$ cat src/hw/rtl/gbs_pkg.sv
// ----------------------------------------------------------------------------
// gbs_pkg : shared types for the greedy box suppression block
// Word formats of the box and result channels and the layout of a kept entry.
// ----------------------------------------------------------------------------
package gbs_pkg;

    localparam int THR_W          = 9;
    localparam int COORD_W        = 16;
    localparam int SIZE_W         = 15;
    localparam int AREA_W         = 2 * SIZE_W;
    localparam int IDX_OUT_W      = 8;
    localparam logic [THR_W-1:0] THR_RESET = 9'd179;   // 0.7 in Q1.8

    typedef struct packed {
        logic signed [COORD_W-1:0] box_left;
        logic signed [COORD_W-1:0] box_top;
        logic        [SIZE_W-1:0]  box_width;
        logic        [SIZE_W-1:0]  box_height;
        logic                      last_box;
    } t_box_in;

    typedef struct packed {
        logic                  keep;
        logic [IDX_OUT_W-1:0]  kept_index;
        logic                  overflow;
        logic                  frame_end;
    } t_box_out;

    typedef struct packed {
        logic signed [COORD_W-1:0] kept_left;
        logic signed [COORD_W-1:0] kept_top;
        logic        [SIZE_W-1:0]  kept_width;
        logic        [SIZE_W-1:0]  kept_height;
        logic        [AREA_W-1:0]  kept_area;
    } t_kept_entry;

endpackage

$ cat src/hw/rtl/gbs_iou_cmp.sv
// ----------------------------------------------------------------------------
// gbs_iou_cmp : pipelined overlap test
// Six stages: edges, overlaps, intersection, union, scaled terms, compare.
// Flags a hit when intersection*256 > threshold*union.
// ----------------------------------------------------------------------------
module gbs_iou_cmp (
    input  logic                          i_clk,
    input  logic                          i_rst_n,
    input  logic                          i_valid,
    input  gbs_pkg::t_kept_entry          i_cand,
    input  gbs_pkg::t_kept_entry          i_entry,
    input  logic [gbs_pkg::THR_W-1:0]     i_thr,
    output logic                          o_valid,
    output logic                          o_hit,
    output logic                          o_busy
);
    import gbs_pkg::*;

    localparam int EDGE_W = COORD_W + 1;
    localparam int DIFF_W = COORD_W + 2;
    localparam int UNI_W  = AREA_W + 1;
    localparam int SH_W   = AREA_W + 8;
    localparam int PROD_W = THR_W + UNI_W;

    logic [5:0] r_vld;

    // stage 1
    logic signed [COORD_W-1:0] r_lo_x, r_lo_y;
    logic signed [EDGE_W-1:0]  r_hi_x, r_hi_y;
    logic [AREA_W-1:0]         r_area_b1;
    // stage 2
    logic [SIZE_W-1:0]         r_ox, r_oy;
    logic [AREA_W-1:0]         r_area_b2;
    // stage 3
    logic [AREA_W-1:0]         r_inter3;
    logic [UNI_W-1:0]          r_sum3;
    // stage 4
    logic [AREA_W-1:0]         r_inter4;
    logic [UNI_W-1:0]          r_uni4;
    // stage 5
    logic [SH_W-1:0]           r_inter_sh;
    logic [PROD_W-1:0]         r_prod;
    // stage 6
    logic                      r_hit;

    logic signed [EDGE_W-1:0]  ea_x, eb_x, ea_y, eb_y;
    logic signed [DIFF_W-1:0]  dx, dy;

    always_comb begin
        ea_x = $signed({i_cand.kept_left[COORD_W-1], i_cand.kept_left})
             + $signed({2'b00, i_cand.kept_width});
        eb_x = $signed({i_entry.kept_left[COORD_W-1], i_entry.kept_left})
             + $signed({2'b00, i_entry.kept_width});
        ea_y = $signed({i_cand.kept_top[COORD_W-1], i_cand.kept_top})
             + $signed({2'b00, i_cand.kept_height});
        eb_y = $signed({i_entry.kept_top[COORD_W-1], i_entry.kept_top})
             + $signed({2'b00, i_entry.kept_height});
        dx   = $signed({r_hi_x[EDGE_W-1], r_hi_x})
             - $signed({{2{r_lo_x[COORD_W-1]}}, r_lo_x});
        dy   = $signed({r_hi_y[EDGE_W-1], r_hi_y})
             - $signed({{2{r_lo_y[COORD_W-1]}}, r_lo_y});
    end

    always_ff @(posedge i_clk) begin
        if (!i_rst_n) begin
            r_vld <= '0;
        end else begin
            r_vld <= {r_vld[4:0], i_valid};
        end
    end

    always_ff @(posedge i_clk) begin
        // edges of the common region
        r_lo_x    <= (i_cand.kept_left > i_entry.kept_left) ? i_cand.kept_left
                                                            : i_entry.kept_left;
        r_lo_y    <= (i_cand.kept_top > i_entry.kept_top) ? i_cand.kept_top
                                                          : i_entry.kept_top;
        r_hi_x    <= (ea_x < eb_x) ? ea_x : eb_x;
        r_hi_y    <= (ea_y < eb_y) ? ea_y : eb_y;
        r_area_b1 <= i_entry.kept_area;
        // overlap never exceeds the smaller side, so it fits SIZE_W
        r_ox      <= (dx > 0) ? dx[SIZE_W-1:0] : '0;
        r_oy      <= (dy > 0) ? dy[SIZE_W-1:0] : '0;
        r_area_b2 <= r_area_b1;
        r_inter3  <= AREA_W'(r_ox * r_oy);
        r_sum3    <= UNI_W'(i_cand.kept_area) + UNI_W'(r_area_b2);
        // intersection is at most the smaller area, no underflow
        r_inter4  <= r_inter3;
        r_uni4    <= r_sum3 - UNI_W'(r_inter3);
        r_inter_sh <= {r_inter4, 8'h00};
        r_prod     <= PROD_W'(i_thr) * PROD_W'(r_uni4);
        // zero union implies zero intersection, which never exceeds zero
        r_hit      <= PROD_W'(r_inter_sh) > r_prod;
    end

    assign o_valid = r_vld[5];
    assign o_hit   = r_hit;
    assign o_busy  = |r_vld;

endmodule

$ cat config.mk
export PLATFORM = sky130hd
export DESIGN_NAME = gbs_iou_cmp
export DESIGN_NICKNAME = d
export VERILOG_FILES = /design/src/hw/rtl/gbs_pkg.sv /design/src/hw/rtl/gbs_iou_cmp.sv
export SDC_FILE = /design/constraint.sdc
export NUM_CORES = 2
export LEC_CHECK = 0
export BUFFER_PORTS_ARGS = -buffer_cell sky130_fd_sc_hd__buf_2
export CORE_ASPECT_RATIO = 0.7
export CORE_MARGIN = 1.5
export CORE_UTILIZATION = 50
export CTS_CLUSTER_DIAMETER = 120
export CTS_CLUSTER_SIZE = 20
export DETAILED_ROUTE_END_ITERATION = 12
export HOLD_SLACK_MARGIN = 0.02
export PLACE_DENSITY = 0.77
export SYNTH_ARGS = -nofsm -noshare
export SYNTH_HDL_FRONTEND = slang
export SYNTH_SLANG_ARGS = --single-unit
$ cat constraint.sdc
create_clock -name i_clk -period 6.7 [get_ports i_clk]
set_input_delay 1.005 -clock i_clk [delete_from_list [all_inputs] [get_ports i_clk]]
set_output_delay 1.005 -clock i_clk [all_outputs]
set_load 0.05 [all_outputs]
Word-level counts from Yosys, hierarchy flattened
Index checks and enable logic that the tools add are counted.
{"block": "classes", "add_sub_neg": 8, "mul": 2, "order_cmp": 7, "muxes": 4, "reduce_logical": 1}
{"operator": "$add A16 B16 Y17", "count": 4}
{"operator": "$gt A38 B40 Y1", "count": 1}
{"operator": "$mul A9 B31 Y40", "count": 1}
{"operator": "$gt A18 B1 Y1 const B", "count": 2}
{"operator": "$sub A17 B16 Y18", "count": 2}
{"operator": "$lt A17 B17 Y1", "count": 2}
{"operator": "$mux W17", "count": 2}
{"operator": "$gt A16 B16 Y1", "count": 2}
{"operator": "$mux W16", "count": 2}
{"operator": "$add A30 B30 Y31", "count": 1}
{"operator": "$sub A31 B30 Y31", "count": 1}
{"operator": "$mul A15 B15 Y30", "count": 1}
{"operator": "$reduce_or A6 Y1", "count": 1}
{"block": "totals", "regBits": 355, "inputBits": 196, "out_inout_bits": 3}

Depth between registers and ports, before layout
{"block": "logic_depth", "ltp_word": 3, "mapped_depth": 23, "mapped_depth_nobuf": 22}

Worst setup path before layout
No wires, ideal clock.
{"block": "synth_path", "path_type": "reg-to-reg", "from": "register r_oy[6]", "to": "register r_inter3[29]", "setup_time_ns": 0.072, "t_arrival_ns": 5.667, "required_ns": 6.628, "slack_ns": 0.961, "stages_incl_launch_ff": 21, "period_less_slack_ns": 5.739, "cell_sequence": "dfxtp_1 clkbuf_1 nand2_1 fa_1 fa_1 inv_1 fa_1 fa_1 fa_1 inv_1 fa_1 inv_1 ha_1 a21o_1 a21o_1 a21oi_1 a311oi_1 a41o_1 a221o_1 a21oi_1 xnor2_1"}
{"block": "synth_via", "elab_chain_cells": 1}
{"item": "from (decl)", "line_no": "gbs_iou_cmp.sv:32", "text": "logic [SIZE_W-1:0] r_ox, r_oy;"}
{"item": "from (signal assigned)", "line_no": "gbs_iou_cmp.sv:83", "text": "r_oy <= (dy > 0) ? dy[SIZE_W-1:0] : '0;"}
{"item": "$mul A15 B15 Y30", "line_no": "gbs_iou_cmp.sv:85", "text": "r_inter3 <= AREA_W'(r_ox * r_oy);"}
{"item": "to (signal assigned)", "line_no": "gbs_iou_cmp.sv:85"}
{"item": "to (decl)", "line_no": "gbs_iou_cmp.sv:35", "text": "logic [AREA_W-1:0] r_inter3;"}
Every way passes these cells.
A chain may end at the register's enable or synchronous reset.

Worst setup path in the final report
{"block": "layout_path", "from": "register r_ox[9]", "to": "register r_inter3[29]"}
{"block": "layout_via", "elab_chain_cells": 1}
{"item": "from (decl)", "line_no": "gbs_iou_cmp.sv:32"}
{"item": "from (signal assigned)", "line_no": "gbs_iou_cmp.sv:82", "text": "r_ox <= (dx > 0) ? dx[SIZE_W-1:0] : '0;"}
{"item": "$mul A15 B15 Y30", "line_no": "gbs_iou_cmp.sv:85"}
Every way passes these cells.

==> Flow_metrics.wiki <==
{| class="wikitable"
! Metric !! Value
|-
| Result of the run || finished clean
|-
| Critical path, cell by cell || and2_1, fa_1, inv_1, fa_1, inv_1, fa_1, inv_1, fa_1, inv_1, fa_1, inv_1, fa_1, inv_1, ha_1, nand2_1, o31ai_1, a21oi_1, a311oi_1, a41o_1, a221o_1, a21oi_1, xnor2_1
|-
| Min Clock Period, post-route || between 6 and 7 ns
|-
| Data arrival time of the critical path || 6.75 ns
|-
| Fraction of registers with async set or reset after synthesis || 0%
|-
| Global-route congestion overflow total || 0
|-
| Wirelength per Cell || 15.52 um
|-
| Vias after detailed routing || between 20,000 and 30,000
|-
| Critical path's largest stage delay || 0.53 ns
|-
| Cell at the slowest stage of the critical path || sky130_fd_sc_hd__fa_1
|-
| RSZ-0062 raised after global routing || false
|-
| Full die area || about 70,000 um^2
|-
| First-pass GRT wire length || 123,300 um
|-
| Count of buffers from port buffering || around 200
|-
| Worst r2r src || r_ox[9]$_SDFF_PP0_
|-
| Core region area || 66,620 um^2
|-
| TritonCTS Buffers || 22
|-
| Netlist cell types || 76
|-
| Max_slew headroom || about two fifths
|-
| Cell row count || 79
|-
| Number of max-slew violations in the final report || 0
|-
| Initial drt markers || 1,498
|-
| Via count of the first global-routing pass || 25,220
|-
| Worst Hold Launch || r_inter4[23]$_DFF_P_
|-
| Layout cell share with drive strength beyond 1 || 8.238%
|-
| CP Capture Type || flop
|-
| Antenna viol nets, final || 0
|-
| Number of endpoints with negative hold slack in the final report || 0
|-
| Via count normalized by instance count || 5.279
|-
| Layout overhead on the synthesized area || 7.380%
|-
| Buffering stage count on the worst path with inverters included || 6
|-
| Nets || between 4,000 and 5,000
|-
| Cts-stage hold buffer count || 0
|-
| Path type of the worst setup path || flop to flop
|-
| Total Negative Setup Slacks || 0 ns
|-
| Worst Max-Slew Pin Slew || 0.8953 ns
|-
| Number of synthesized flops with an enable pin || 0
|-
| All-layer global routing usage || 21.80%
|-
| Final clock period utilization by the worst path || a little over nine tenths
|-
| Total cell area at the placement stage || 35,620 um^2
|-
| Clock tree from TritonCTS || built
|-
| Worst-case register-to-register setup slack || between 0.3 and 0.4 ns
|-
| Resize count post-CTS || 0
|-
| Final hold slack || 0.3268 ns
|-
| Post-synthesis net count || around 4,700
|-
| Max-cap violations || 0
|-
| Drt pass-1 iters || 5
|-
| Final instance area || roughly 36,000 um^2
|-
| Netlist area before placement || ~34,000 um^2
|-
| Sequential element share of the synthesized area || 21.06%
|-
| Maximum clock skew at final layout || about 0.025 ns
|-
| Count of clock tree sinks || 355
|-
| Deepest clock path buffer count || 3
|-
| FF+latch count, synth || 355
|-
| Largest net degree at the start of global routing || 32
|-
| Classification of the worst-slack hold path || flop to flop
|-
| Initial antenna violation count || 0
|-
| Critical Path Start || r_ox[9]$_SDFF_PP0_
|-
| GP Congestion || slightly below 0.9
|-
| H-tree levels || 1
|-
| Highest Clock Rate || between 150 and 200 MHz
|-
| Maximum net fanout on the critical path || 15
|-
| Total detailed-routing wirelength || between 70,000 and 80,000 um
|-
| Startpoint kind of the worst setup timing path || flop
|-
| Per-instance average area after synthesis || 9.136 um^2
|-
| Prevailing post-synth register cell || sky130_fd_sc_hd__dfxtp_1
|-
| Post-CTS setup repair buffer count || 0
|-
| Clock-pin transition on the worst setup and hold timing paths || around 0.090 ns
|-
| Die width || 313.5 um
|-
| Setup violation total in the final timing report || 0
|-
| Count of warnings emitted by yosys || 0
|-
| CP Data Required Time || 7.15 ns
|-
| Antenna cells || 0
|-
| Vertical extent of the die || 220.3 um
|-
| Remaining design rule violation count || 0
|-
| Initial standard-cell utilization of the core || 50.64%
|-
| Latest clock arrival within the worst-skew pair || 0.56 ns
|-
| Gate count of the mapped netlist || around 3,700
|-
| Cell Count, Final, Fillers Out || 4,739
|-
| Clock root buffer || sky130_fd_sc_hd__clkbuf_16
|-
| Kind of cell with the highest combined delay on the critical path || adder cells
|-
| Placed instance count || 4,712
|-
| DP Wirelength || 60,590 um
|-
| Ports placed on the boundary || 199
|}
-- cell usage in the layout, fill, tap and decap left out, types with 9 or more instances in the layout --
master,n
sky130_fd_sc_hd__inv_1,664
sky130_fd_sc_hd__mux2_2,43
sky130_fd_sc_hd__a211oi_1,18
sky130_fd_sc_hd__nand4_1,26
sky130_fd_sc_hd__o211ai_1,19
sky130_fd_sc_hd__nand3_1,34
sky130_fd_sc_hd__and2_1,310
sky130_fd_sc_hd__nand2_1,300
sky130_fd_sc_hd__nand2b_1,25
sky130_fd_sc_hd__or3_1,14
sky130_fd_sc_hd__mux2i_1,25
sky130_fd_sc_hd__and3_1,20
sky130_fd_sc_hd__o21a_1,32
sky130_fd_sc_hd__a21o_1,103
sky130_fd_sc_hd__buf_2,198
sky130_fd_sc_hd__xor2_1,60
sky130_fd_sc_hd__o2111ai_1,10
sky130_fd_sc_hd__nor2_1,121
sky130_fd_sc_hd__nor2b_1,26
sky130_fd_sc_hd__a211o_1,11
sky130_fd_sc_hd__a21oi_1,187
sky130_fd_sc_hd__xnor2_1,122
sky130_fd_sc_hd__ha_1,402
sky130_fd_sc_hd__clkbuf_16,23
sky130_fd_sc_hd__buf_4,13
sky130_fd_sc_hd__nor3_1,43
sky130_fd_sc_hd__dfxtp_1,355
sky130_fd_sc_hd__o31ai_1,9
sky130_fd_sc_hd__fa_1,379
sky130_fd_sc_hd__o21ai_0,93
sky130_fd_sc_hd__o21bai_1,30
sky130_fd_sc_hd__a31oi_1,14
-- cells by family (layout without fill, tap and decap cells) --
kind of cell | count (synthesis) | count (layout) | synth area share, %
buf+inv | 747 | 902 | 8.348
simple gates | 960 | 960 | 14.55
mux | 69 | 69 | 2.210
compound gates | 599 | 599 | 11.70
flops | 355 | 355 | 21.06
fa+ha+maj | 781 | 781 | 37.40
xor+xnor | 182 | 182 | 4.725
-- metrics by stage --
step	setup slack (ns)	utilization [%]
after floorplan	0.9611	-
after global placement	0.5370	53.46
after detailed placement	0.4710	53.46
after CTS	0.4648	54.38
after global routing	0.01421	54.38
final	0.3953	54.38
-- sequential cells by signal (all words and copies together), names as in the netlist --
| register | cells |
|---|---|
| o_hit | 1 |
| r_area_b1 | 30 |
| r_area_b2 | 30 |
| r_hi_x | 17 |
| r_hi_y | 17 |
| r_inter3 | 30 |
| r_inter4 | 30 |
| r_inter_sh | 30 |
| r_lo_x | 16 |
| r_lo_y | 16 |
| r_ox | 15 |
| r_oy | 15 |
| r_prod | 40 |
| r_sum3 | 31 |
| r_uni4 | 31 |
| r_vld | 6 |
-- routing by layer --
metal  GRT usage [%]  wire length [um]  vias to the layer above
li1                -                 -                    12200
met1           30.52             34720                    12130
met2           35.83             32840                      602
met3           3.599              4673                       87
met4           4.090              1332                        0
met5               0                 0                        -
-- cells in the mapped netlist, drive strengths merged, types with 44 or more instances --
master / count / area, um^2
a21o: 103 / 773.2
nor2: 128 / 498.0
nor3: 44 / 225.2
xnor2: 122 / 1069
dfxtp: 355 / 7107
fa: 379 / 7587
nand2: 300 / 1126
xor2: 60 / 525.5
and2: 310 / 1939
mux2: 44 / 495.5
clkbuf: 78 / 292.8
o21ai: 98 / 513.0
inv: 664 / 2492
a21oi: 191 / 970.9
ha: 402 / 5030
-- cell type report --
cell class              instances  area [um^2]
fillers                      5921        30390
multi-input cells            2591        23820
flip-flops and latches        355         7107
inverters                     664         2492
well taps                     891         1115
repair buffers                211         1089
clock buffers                  23        575.6
clock inverters                 4        35.03
-- worst reg2reg max path, stage by stage, from the launching register on --
cell,delay [ns]
sky130_fd_sc_hd__dfxtp_1,0.49
sky130_fd_sc_hd__and2_1,0.27
sky130_fd_sc_hd__fa_1,0.50
sky130_fd_sc_hd__inv_1,0.05
sky130_fd_sc_hd__fa_1,0.53
sky130_fd_sc_hd__inv_1,0.05
sky130_fd_sc_hd__fa_1,0.51
sky130_fd_sc_hd__inv_1,0.06
sky130_fd_sc_hd__fa_1,0.53
sky130_fd_sc_hd__inv_1,0.05
sky130_fd_sc_hd__fa_1,0.47
sky130_fd_sc_hd__inv_1,0.05
sky130_fd_sc_hd__fa_1,0.48
sky130_fd_sc_hd__inv_1,0.04
sky130_fd_sc_hd__ha_1,0.34
sky130_fd_sc_hd__nand2_1,0.09
sky130_fd_sc_hd__o31ai_1,0.35
sky130_fd_sc_hd__a21oi_1,0.21
sky130_fd_sc_hd__a311oi_1,0.45
sky130_fd_sc_hd__a41o_1,0.33
sky130_fd_sc_hd__a221o_1,0.17
sky130_fd_sc_hd__a21oi_1,0.07
sky130_fd_sc_hd__xnor2_1,0.12
-- final timing paths --
path	endpoint	depth (start not counted)
worst max-delay path	r_inter3[29]$_DFF_P_	22
worst min-delay path	r_inter_sh[31]$_DFF_P_	0
worst max register to register	r_inter3[29]$_DFF_P_	22
worst min register to register	r_inter_sh[31]$_DFF_P_	0
Power is left out: the tool's default activity adds up to more than one toggle a clock period on the data nets, which glitch-free logic cannot reach.
